`config.mk`:
```
export PLATFORM = sky130hd
export DESIGN_NAME = dslp_ctrl
export DESIGN_NICKNAME = d
export VERILOG_FILES = /design/src/rtl/dslp_pkg.sv /design/src/rtl/dslp_ctrl.sv
export SDC_FILE = /design/constraint.sdc
export NUM_CORES = 1
export LEC_CHECK = 0
export BUFFER_PORTS_ARGS = -buffer_cell sky130_fd_sc_hd__buf_2
export CORE_AREA = 5 5 42 44
export CTS_BUF_LIST = sky130_fd_sc_hd__clkbuf_4 sky130_fd_sc_hd__clkbuf_8
export DETAILED_ROUTE_END_ITERATION = 16
export DIE_AREA = 0 0 47 49
export HOLD_SLACK_MARGIN = 0.15
export PLACE_DENSITY_LB_ADDON = 0.2
export SLEW_MARGIN = 10
export SYNTH_ARGS = -nofsm -noshare
export SYNTH_HDL_FRONTEND = slang
export SYNTH_SLANG_ARGS = --single-unit
```
`constraint.sdc`:
```
create_clock -name clk -period 1.54 [get_ports clk]
set_input_delay 0.231 -clock clk [delete_from_list [all_inputs] [get_ports clk]]
set_output_delay 0.231 -clock clk [all_outputs]
set_load 0.05 [all_outputs]
```
`src/rtl/dslp_pkg.sv`:
```
// Package with the shared constants, state type and control structs of the label placer.
`timescale 1ns / 1ps
`default_nettype none
package dslp_pkg;

  localparam int DEPTH_W            = 24;
  localparam int LIDX_W             = 6;
  localparam int BATCH_DEPTH_DEF    = 64;
  localparam int PLACED_DEPTH_DEF   = 128;
  localparam int COORD_WIDTH_DEF    = 20;

  typedef enum logic [3:0] {
    ST_LOAD,
    ST_RK_KEY,
    ST_RK_LATCH,
    ST_RK_SCAN,
    ST_RK_WR,
    ST_RS_ORD,
    ST_RS_ORDW,
    ST_RS_EDGE,
    ST_RS_SCAN,
    ST_RS_EMIT
  } dslp_state_t;

  typedef struct packed {
    logic load;
    logic rk_key;
    logic rk_latch;
    logic rk_scan;
    logic rk_wr;
    logic rs_ordw;
    logic rs_edge;
    logic rs_scan;
    logic rs_emit;
  } dslp_cmd_t;

  typedef struct packed {
    logic batch_start;
    logic rk_done;
    logic rk_last;
    logic rs_done;
    logic out_free;
    logic batch_last;
  } dslp_stat_t;

endpackage
`default_nettype wire

```
`src/rtl/dslp_ctrl.sv`:
```
// Controller state machine that sequences loading, ranking and resolution of a batch.
`timescale 1ns / 1ps
`default_nettype none
module dslp_ctrl
  import dslp_pkg::*;
(
  input  wire logic       clk,
  input  wire logic       rst_n,
  input  wire dslp_stat_t stat,
  output dslp_cmd_t       cmd
);

  dslp_state_t state_r, state_nxt;

  always_ff @(posedge clk) begin
    if (!rst_n) begin
      state_r <= ST_LOAD;
    end else begin
      state_r <= state_nxt;
    end
  end

  always_comb begin
    state_nxt = state_r;
    cmd       = '0;
    case (state_r)
      ST_LOAD: begin
        cmd.load = 1'b1;
        if (stat.batch_start) state_nxt = ST_RK_KEY;
      end
      ST_RK_KEY: begin
        cmd.rk_key = 1'b1;
        state_nxt  = ST_RK_LATCH;
      end
      ST_RK_LATCH: begin
        cmd.rk_latch = 1'b1;
        state_nxt    = ST_RK_SCAN;
      end
      ST_RK_SCAN: begin
        cmd.rk_scan = 1'b1;
        if (stat.rk_done) state_nxt = ST_RK_WR;
      end
      ST_RK_WR: begin
        cmd.rk_wr = 1'b1;
        state_nxt = stat.rk_last ? ST_RS_ORD : ST_RK_KEY;
      end
      ST_RS_ORD: begin
        state_nxt  = ST_RS_ORDW;
      end
      ST_RS_ORDW: begin
        cmd.rs_ordw = 1'b1;
        state_nxt   = ST_RS_EDGE;
      end
      ST_RS_EDGE: begin
        cmd.rs_edge = 1'b1;
        state_nxt   = ST_RS_SCAN;
      end
      ST_RS_SCAN: begin
        cmd.rs_scan = 1'b1;
        if (stat.rs_done) state_nxt = ST_RS_EMIT;
      end
      ST_RS_EMIT: begin
        cmd.rs_emit = 1'b1;
        if (stat.out_free) begin
          state_nxt = stat.batch_last ? ST_LOAD : ST_RS_ORD;
        end
      end
      default: begin
        state_nxt = ST_LOAD;
      end
    endcase
  end

endmodule
`default_nettype wire

```
# --- After elaboration in Yosys (flattened, before gate mapping) ---
# Cells that the tools add are included.
word_totals:
  regBits: 4
  in_bits: 8
  wordCells: 32
op_classes:
  n_mux: 16
  n_eq_ne: 13
  n_reduce_logical: 2
op_table:
  columns: ["operator", "n"]
  rows:
  - ["$pmux W4 S10", 1]
  - ["$eq A4 B3 Y1 const B", 4]
  - ["$mux W4", 4]
  - ["$mux W1", 9]
  - ["$eq A4 B2 Y1 const B", 2]
  - ["$eq A4 B4 Y1 const B", 2]
  - ["$ne A2 B2 Y1 const B", 4]
  - ["$mux W3", 2]
  - ["$eq A4 B1 Y1 const B", 1]
  - ["$logic_not A4 Y1", 1]
  - ["$reduce_and A4 Y1", 1]

# --- Logic depth before layout (Yosys ltp) ---
# Gate-level depths: netlist of the first run.
logic_depth:
  depth_word: 3
  mapped_depth: 5

# --- Worst setup path after synthesis of the first run ---
# OpenSTA, ideal clock, no wires.
synth_timing:
  path_type: "register to output"
  startpoint: "register state_r[0]"
  endpoint: "output port cmd[4] (netlist name)"
  path_slack_ns: -0.942
  path_stages_with_launch: 4
  arrival_ns: 2.251
  path_cell_list: "dfxtp_1 > buf_6 > buf_2 > nor4b_1"
synth_rtl:
  columns: ["element", "line_no", "source"]
  rows:
  - ["start, declared", "dslp_ctrl.sv:13", "dslp_state_t state_r, state_nxt;"]
  - ["start signal, assigned", "dslp_ctrl.sv:19", "state_r <= state_nxt;"]
  - ["end, declared", "dslp_ctrl.sv:10", "output dslp_cmd_t cmd"]

==> summary.md, run 1 <==
| Metric | Value |
|---|---|
| Final cell area excluding filler cells | `596 µm²` |
| Maximum count of clock buffers along a single path | `2` |
| Initial antenna violation count | `0` |
| CORE AREA | `1400 µm²` |
| Worst slew margin | `0.819` |
| Critical Path RT | `1.31 ns` |
| Sequential fraction of the synthesis area | `0.229` |
| Insertion delay to the later sink of the worst-skew pair | `0.24 ns` |
| Synthesis Warnings | `0` |
| Total CTS buffers | `3` |
| Post-layout net count | `79` |
| Slew at the pin closest to its max-slew limit | `0.271 ns` |
| Gate count after technology mapping | `46` |
| Max Slew Vio Count | `0` |
| Flip-flop cell with the highest count after synthesis | `dfxtp_1` |
| Setup repair after global routing missed its margin | `no` |
| Core utilization of the finished layout | `0.425` |
| Fraction of layout instances using a drive strength above 1 | `0.623` |
| Path type of the worst setup path | `reg -> out` |
| Syn_area_per_cell | `7.62 µm²` |
| Worst supply voltage drop on vdd | `0.637 mV` |
| DIE AREA | `2300 µm²` |
| Via count of the first global-routing pass | `359` |
| Number of sinks handled by clock tree synthesis | `4` |
| Antenna diode count | `0` |
| Gr usage total | `0.0924` |
| CTS tree | `built` |
| Registers with the most flip-flops | `state_r (4)` |
| Area Overhead vs Synth | `70.0%` |
| Number of failing hold endpoints at the final stage | `0` |
| Number of placed I/O pins | `17` |
| Die boundary width | `47 µm` |
| Routed wirelength normalized by instance count | `11.7 µm` |
| Synth Register Bits | `4` |
| Clock root cell | `clkbuf_4` |
| Cell row count | `14` |
| Category of the worst setup path capture point | `primary output` |
| Portion of synthesized cell area occupied by the leading cell type | `0.229` |
| Type of the worst min-delay path | `in -> reg` |
| Vert. Die Dim | `49 µm` |
| Synth Net Count | `54` |
| Largest Register | `state_r` |
| Total length of routed wires | `993 µm` |
| Pin count of the biggest net entering global routing | `14` |
| Post-synthesis instance area | `350 µm²` |
| Status | `finished clean` |
| Antenna Violating Nets Remaining | `0` |
| Pwr dens | `1490 nW/µm²` |
| Startpoint class of the critical path | `register` |
| Total congestion overflow after global routing | `0` |
| Area contributors post-synth | `dfxtp_1 23%, nand3_1 5.7%, o32ai_2 4.6%` |
| Peak fanout along the critical path | `7` |
| Worst-case hold slack | `0.258 ns` |
| Routed vias/inst | `5.01` |
| IO Port Bufs | `16` |
| Cell type with the highest aggregate area in the netlist | `dfxtp_1` |
| Placed inst area | `514 µm²` |
| Clock transition time at the flip-flop clock pins of the worst setup and hold paths | `0.04 ns` |
| Depth of the CTS H-tree | `1` |
| Number of different library cells in the post-synthesis netlist | `26` |
| Place WS | `0.0802 ns` |
| Violation count after the first detailed-route iteration | `2` |
| Arrival time at the worst endpoint | `1.24 ns` |
| Post-DP HPWL | `764 µm` |
| Number of flip-flops in the largest register | `4` |
| Max-cap check violation count | `0` |
| Total vias in the final route | `426` |
| Number of iterations in the first detailed-routing pass | `3` |
| Fmax | `0.679 GHz` |
| Final critical path time including I/O delays and setup | `1.47 ns` |
| Number of flops mapped to enable cells by yosys | `0` |
| Starting density of the core | `0.250` |
| Placer Congestion | `0.801` |
| First-pass GRT wire length | `1.53 mm` |
| Most frequent cells after synthesis | `4 x dfxtp_1, 4 x nand2_1, 4 x nand3_1, 3 x buf_2, 3 x inv_1` |
| Standby leakage power | `0.260 nW` |
| Setup slack of the critical path after layout | `0.0673 ns` |
| Number of setup violations in the final report | `0` |
| Share of async-settable or async-resettable flops after synthesis | `0` |
| Setup skew after layout | `0.00240 ns` |
| Residual DRC | `0` |
| Share of the cycle needed by the critical path after routing | `0.956` |
## what timing repair did
item | CTS | global route
setup endpoints to repair | 9 | 8
hold buffers | 0 | 0
endpoints found under the hold margin | 0 | 0
pin swaps | 0 | 1
buffers inserted | 0 | 3
resized for setup | 8 | 11
## layout make-up
class	instances	area, µm²
Fill cell	151	806
Multi-Input combinational cell	34	280
Timing Repair Buffer	25	174
Sequential cell	4	87.6
Clock buffer	3	22.5
Tap cell	16	20.0
Inverter	3	11.3
## worst paths after layout
kind                      to        from  slack [ns]  cells after the start
hold / removal    state_r[2]       rst_n        0.26                      3
setup reg to reg  state_r[0]  state_r[0]        0.26                      5
setup / recovery      cmd[8]  state_r[0]        0.07                      3
hold reg to reg   state_r[2]  state_r[3]        0.54                      2
## metrics by stage
stage / power (mW) / setup TNS [ns] / cells
global placement: 0.686 / 0 / 79
detailed placement: 0.684 / 0 / 79
floorplan: 0.584 / -0.854 / 46
global route: 0.943 / 0 / 85
finish: 0.885 / 0 / 85
CTS: 0.845 / 0 / 82
## cell families after synthesis
group                  Yosys count  share of synthesized area
buffers and inverters            8                      0.129
AND/OR/NAND/NOR                 23                      0.382
AO/OA/AOI/OAI                   10                      0.232
flip-flops                       4                      0.229
multiplexers                     1                     0.0286
## layout by cell type, fill, tap and decap left out
| cell | count |
|---|---|
| a211oi_1 | 1 |
| a21boi_0 | 1 |
| a31oi_1 | 1 |
| and3_1 | 1 |
| buf_2 | 9 |
| buf_4 | 11 |
| buf_6 | 3 |
| clkbuf_2 | 1 |
| clkbuf_4 | 4 |
| dfxtp_2 | 3 |
| dfxtp_4 | 1 |
| inv_1 | 2 |
| inv_2 | 1 |
| mux2i_1 | 1 |
| nand2_1 | 4 |
| nand2b_1 | 2 |
| nand3_1 | 4 |
| nand4b_1 | 1 |
| nor2_2 | 2 |
| nor2b_1 | 2 |
| nor3_2 | 2 |
| nor3_4 | 1 |
| nor4_2 | 2 |
| nor4b_2 | 1 |
| nor4bb_4 | 1 |
| o2111a_1 | 1 |
| o211ai_1 | 2 |
| o21a_1 | 1 |
| o21ai_0 | 2 |
| o32ai_2 | 1 |
## layer usage
layer | GRT usage | part of all wire
met5 | 0 | 0
met4 | 0.0553 | 0.017
met3 | 0.0258 | 0.052
met2 | 0.124 | 0.47
met1 | 0.126 | 0.46
## critical path, stage by stage (launching register included)
cell,delay (ns)
dfxtp_4,0.36
buf_4,0.16
nor4_2,0.25
buf_4,0.23
## where the power goes
group,switching [mW],internal (mW)
clock network,0.0444,0.0873
registers,0.0585,0.136
logic,0.320,0.239
No activity file was read; power rests on OpenSTA's default activity.
==> run 2: changes to the inputs <==
- CTS_BUF_LIST: sky130_fd_sc_hd__clkbuf_4 sky130_fd_sc_hd__clkbuf_8 -> sky130_fd_sc_hd__clkbuf_16
- HOLD_SLACK_MARGIN: 0.15 -> 0.05
==> summary.md, run 2 (synthesis results as in run 1) <==
| Metric | Value |
|---|---|
| Status | `finished clean` |
| Initial antenna violation count | `0` |
| Via count of the first global-routing pass | `354` |
| First-pass GRT wire length | `1.60 mm` |
| Registers with the most flip-flops | `state_r (4)` |
| Comb pwr share | `0.467` |
| Number of failing hold endpoints at the final stage | `0` |
| Residual DRC | `0` |
| Number of setup violations in the final report | `0` |
| Number of sinks handled by clock tree synthesis | `4` |
| Commonest non-fill, non-tap cells in the layout | `8 x buf_2, 7 x buf_4, 5 x buf_6` |
| Detailed-routed wire length on met3 | `66 µm` |
| Total congestion overflow after global routing | `0` |
| DIE AREA | `2300 µm²` |
| Fill cell instance count of the final layout | `143` |
| Total length of routed wires | `1.05 mm` |
| Top Layer Used | `met4` |
| Internal cell power | `0.706 mW` |
| Number of iterations in the first detailed-routing pass | `2` |
| Post-layout net count | `76` |
| Setup skew after layout | `0.00207 ns` |
| Vert. Die Dim | `49 µm` |
| Fraction of layout instances using a drive strength above 1 | `0.591` |
| Depth of the CTS H-tree | `1` |
| Final critical path time including I/O delays and setup | `1.49 ns` |
| Arrival time at the worst endpoint | `1.26 ns` |
| Total power | `1.18 mW` |
| Cell row count | `14` |
| CTS tree | `built` |
| Place WS | `0.0802 ns` |
| Routed wirelength normalized by instance count | `12.9 µm` |
| Share of the cycle needed by the critical path after routing | `0.966` |
| Largest Register | `state_r` |
| Clock power share | `0.353` |
| Max-cap check violation count | `0` |
| Setup slack of the critical path after layout | `0.0517 ns` |
| Pwr dens | `1820 nW/µm²` |
| Total vias in the final route | `407` |
| Placed inst area | `514 µm²` |
| Final cell area excluding filler cells | `646 µm²` |
| Hold buffer count at cts | `0` |
| Placer Congestion | `0.801` |
| Path type of the worst setup path | `reg -> out` |
| Combined area of the multi-input logic cells | `289 µm²` |
| Worst supply voltage drop on vdd | `0.871 mV` |
| Standby leakage power | `0.273 nW` |
| Type of the worst min-delay path | `in -> reg` |
| Routed metal-1 wirelength | `463 µm` |
| Sw Ratio | `0.399` |
| Gr usage total | `0.102` |
| Die boundary width | `47 µm` |
| Post-DP HPWL | `764 µm` |
| Startpoint class of the critical path | `register` |
| Antenna diode count | `0` |
| Category of the worst setup path capture point | `primary output` |
| Core utilization of the finished layout | `0.461` |
| Critical Path RT | `1.31 ns` |
| Number of flip-flops in the largest register | `4` |
| IO Port Bufs | `16` |
| Clock root cell | `clkbuf_16` |
| CORE AREA | `1400 µm²` |
| Slew at the pin closest to its max-slew limit | `0.337 ns` |
| Starting density of the core | `0.250` |
| Clock transition time at the flip-flop clock pins of the worst setup and hold paths | `0.03 ns` |
| Worst slew margin | `0.775` |
| Area occupied by registers | `86.3 µm²` |
| Setup tns final | `0 ns` |
| Insertion delay to the later sink of the worst-skew pair | `0.23 ns` |
| Most common cell after layout, fill and taps aside | `buf_2` |
| Number of post-CTS setup repair buffers | `0` |
| Violation count after the first detailed-route iteration | `5` |
| Antenna Violating Nets Remaining | `0` |
| Fmax | `0.672 GHz` |
| Reg power frac | `0.180` |
| Peak fanout along the critical path | `13` |
| Pin count of the biggest net entering global routing | `14` |
| Routed length on met2 | `494 µm` |
| Total CTS buffers | `3` |
| Sw Pwr | `0.469 mW` |
| Maximum count of clock buffers along a single path | `2` |
| Area Overhead vs Synth | `84.3%` |
| Number of placed I/O pins | `17` |
| Max Slew Vio Count | `0` |
| Routed vias/inst | `4.96` |
-- run 2: what timing repair did --
action                                  in CTS  in global routing
pin swaps                                    0                  1
gates resized for setup                      6                 17
endpoints found under the setup margin       8                  9
cloned                                       0                  0
-- run 2: final timing paths --
path / startpoint / endpoint / slack, ns / cells after the start
worst max register to register: state_r[2] / state_r[2] / 0.27 / 5
worst min register to register: state_r[3] / state_r[2] / 0.55 / 2
worst max-delay path: state_r[0] / cmd[3] / 0.05 / 3
worst min-delay path: rst_n / state_r[2] / 0.27 / 3
-- run 2: power by group through the flow --
stage	Clock [mW]	Combinational, mW	Sequential (mW)
5_1_grt	0.432	0.585	0.218
6_report	0.415	0.549	0.212
3_5_place_dp	0	0.486	0.199
3_3_place_gp	0	0.485	0.201
2_1_floorplan	0	0.439	0.145
4_1_cts	0.424	0.498	0.202
-- run 2: routing by layer --
| layer | up-vias | GRT usage |
|---|---|---|
| li1 | 210 | - |
| met1 | 183 | 0.130 |
| met3 | 2 | 0.0480 |
| met5 | - | 0 |
| met2 | 12 | 0.122 |
| met4 | 0 | 0.0829 |
-- run 2: through the flow --
| stage | hold slack, ns | instances |
|---|---|---|
| floorplan | 0.357 | 46 |
| global placement | 0.510 | 79 |
| detailed placement | 0.513 | 79 |
| CTS | 0.273 | 82 |
| global route | 0.288 | 82 |
| finish | 0.273 | 82 |
-- run 2: worst max-delay path: stages, from the launching register on --
cell and delay (ns):
dfxtp_4 0.38, buf_6 0.15, nor4bb_4 0.29, buf_6 0.20
-- run 2: final cells by class --
cell class                      instances  area share
Sequential cell                         4       0.134
Multi-Input combinational cell         34       0.448
Timing Repair Buffer                   22       0.254
Tap cell                               16      0.0310
Inverter                                3      0.0174
Clock buffer                            3       0.116
==> run 3: changes to the inputs <==
- RECOVER_POWER: unset -> 100
==> summary.md, run 3 (synthesis results as in run 1) <==
| Metric | Value |
|---|---|
| Status | `finished clean` |
| Category of the worst setup path capture point | `primary output` |
| Residual DRC | `0` |
| Setup skew after layout | `0.00175 ns` |
| Cell row count | `14` |
| Area Overhead vs Synth | `79.3%` |
| Largest Register | `state_r` |
| Arrival time at the worst endpoint | `1.26 ns` |
| Placer Congestion | `0.801` |
| Total length of routed wires | `1.06 mm` |
| Vert. Die Dim | `49 µm` |
| Number of flip-flops in the largest register | `4` |
| Number of placed I/O pins | `17` |
| Slowest stage cell, crit path | `dfxtp_4` |
| IO Port Bufs | `16` |
| Fmax | `0.672 GHz` |
| Clock root cell | `clkbuf_16` |
| Critical Path Max Stage Delay | `0.38 ns` |
| Final cell area excluding filler cells | `628 µm²` |
| Most common cell after layout, fill and taps aside | `buf_4` |
| Number of sinks handled by clock tree synthesis | `4` |
| Startpoint class of the critical path | `register` |
| Comb pwr share | `0.456` |
| Share of the cycle needed by the critical path after routing | `0.966` |
| DIE AREA | `2300 µm²` |
| Worst slew margin | `0.743` |
| Family of cells with the greatest summed delay on the critical path | `flip-flops` |
| Starting density of the core | `0.250` |
| Pin count of the biggest net entering global routing | `14` |
| Critical Path RT | `1.31 ns` |
| Fraction of layout instances using a drive strength above 1 | `0.576` |
| First-pass GRT wire length | `1.60 mm` |
| Final critical path time including I/O delays and setup | `1.49 ns` |
| Antenna diode count | `0` |
| Insertion delay to the later sink of the worst-skew pair | `0.23 ns` |
| Via count of the first global-routing pass | `354` |
| Post-DP HPWL | `764 µm` |
| Peak fanout along the critical path | `13` |
| Gr usage total | `0.102` |
| Antenna Violating Nets Remaining | `0` |
| Number of failing hold endpoints at the final stage | `0` |
| Worst-case hold slack | `0.274 ns` |
| Internal cell power | `0.688 mW` |
| Placed inst area | `514 µm²` |
| Registers with the most flip-flops | `state_r (4)` |
| Sw Pwr | `0.462 mW` |
| Pwr dens | `1830 nW/µm²` |
| Number of setup violations in the final report | `0` |
| Routed wirelength normalized by instance count | `12.9 µm` |
| Clock power share | `0.361` |
| Routed vias/inst | `4.99` |
| Depth of the CTS H-tree | `1` |
| Standby leakage power | `0.268 nW` |
| CORE AREA | `1400 µm²` |
| Path type of the worst setup path | `reg -> out` |
| CTS tree | `built` |
| Buf/Inv on CP | `2` |
| Violation count after the first detailed-route iteration | `5` |
| Maximum count of clock buffers along a single path | `2` |
| Max Slew Vio Count | `0` |
| Post-layout net count | `76` |
| Max-cap check violation count | `0` |
| Slew at the pin closest to its max-slew limit | `0.385 ns` |
| Total congestion overflow after global routing | `0` |
| Clock transition time at the flip-flop clock pins of the worst setup and hold paths | `0.03 ns` |
| Type of the worst min-delay path | `in -> reg` |
| Crit path cell chain | `buf_6 -> nor4bb_4 -> buf_6` |
| Sw Ratio | `0.402` |
| Number of post-CTS setup repair buffers | `0` |
| Die boundary width | `47 µm` |
| Initial antenna violation count | `0` |
| Reg power frac | `0.183` |
| Number of iterations in the first detailed-routing pass | `2` |
| Most prevalent standard cell on the critical path | `buf_6` |
| Total CTS buffers | `3` |
| Total vias in the final route | `409` |
| Worst supply voltage drop on vdd | `0.870 mV` |
| Commonest non-fill, non-tap cells in the layout | `9 x buf_4, 8 x buf_2, 4 x nand3_1, 4 x nand2_1` |
[run 3: changes by cell type in the layout (fill, tap and decap cells not counted)]
cell	change
clkbuf_4	-1
buf_4	+2
o32ai_2	-1
clkbuf_2	+1
o32ai_1	+1
buf_6	-2
[run 3: worst register-to-register path: stages (launching register included)]
cell,delay [ns]
dfxtp_4,0.38
nor3_2,0.17
a31oi_1,0.06
o32ai_1,0.37
mux2i_1,0.22
[run 3: power groups by stage]
| stage | logic, mW | registers [mW] | clock network [mW] |
|---|---|---|---|
| detailed placement | 0.486 | 0.199 | 0 |
| global placement | 0.485 | 0.201 | 0 |
| global route | 0.561 | 0.218 | 0.432 |
| finish | 0.525 | 0.211 | 0.415 |
| CTS | 0.498 | 0.202 | 0.424 |
| floorplan | 0.439 | 0.145 | 0 |
[run 3: final cells by class]
type,count,area (µm²)
multi-input cells,34,282
inverters,3,11.3
flip-flops and latches,4,86.3
well taps,16,20.0
clock buffers,3,75.1
fillers,146,773
repair buffers,22,154
[run 3: path summary, 6_finish.rpt]
path / start / to / slack (ns) / cells after the start
worst min-delay path: rst_n / state_r[2] / 0.27 / 3
worst min register to register: state_r[3] / state_r[2] / 0.54 / 2
worst max register to register: state_r[0] / state_r[0] / 0.26 / 4
worst max-delay path: state_r[0] / cmd[3] / 0.05 / 3
[run 3: metal layers]
metal / vias up / share of wire / global-route usage
li1: 212 / - / -
met1: 183 / 0.43 / 0.130
met2: 12 / 0.48 / 0.122
met3: 2 / 0.067 / 0.0480
met4: 0 / 0.027 / 0.0829
met5: - / 0 / 0
[run 3: repair_timing]
action,in CTS,in global routing
pin swaps,0,1
resized for setup,6,17
gates cloned,0,0
hold buffers,0,0
endpoints found under the setup margin,8,9
[run 3: through the flow]
stage | instances | power [mW] | worst slack (ns) | setup TNS, ns | util
2_1_floorplan | 46 | 0.584 | -0.297 | -0.854 | -
4_1_cts | 82 | 1.12 | 0.00215 | 0 | 0.430
3_5_place_dp | 79 | 0.684 | 0.0802 | 0 | 0.367
5_1_grt | 82 | 1.21 | -0.0198 | -0.0236 | 0.448
3_3_place_gp | 79 | 0.686 | 0.121 | 0 | 0.367
6_report | 82 | 1.15 | 0.0520 | 0 | 0.448
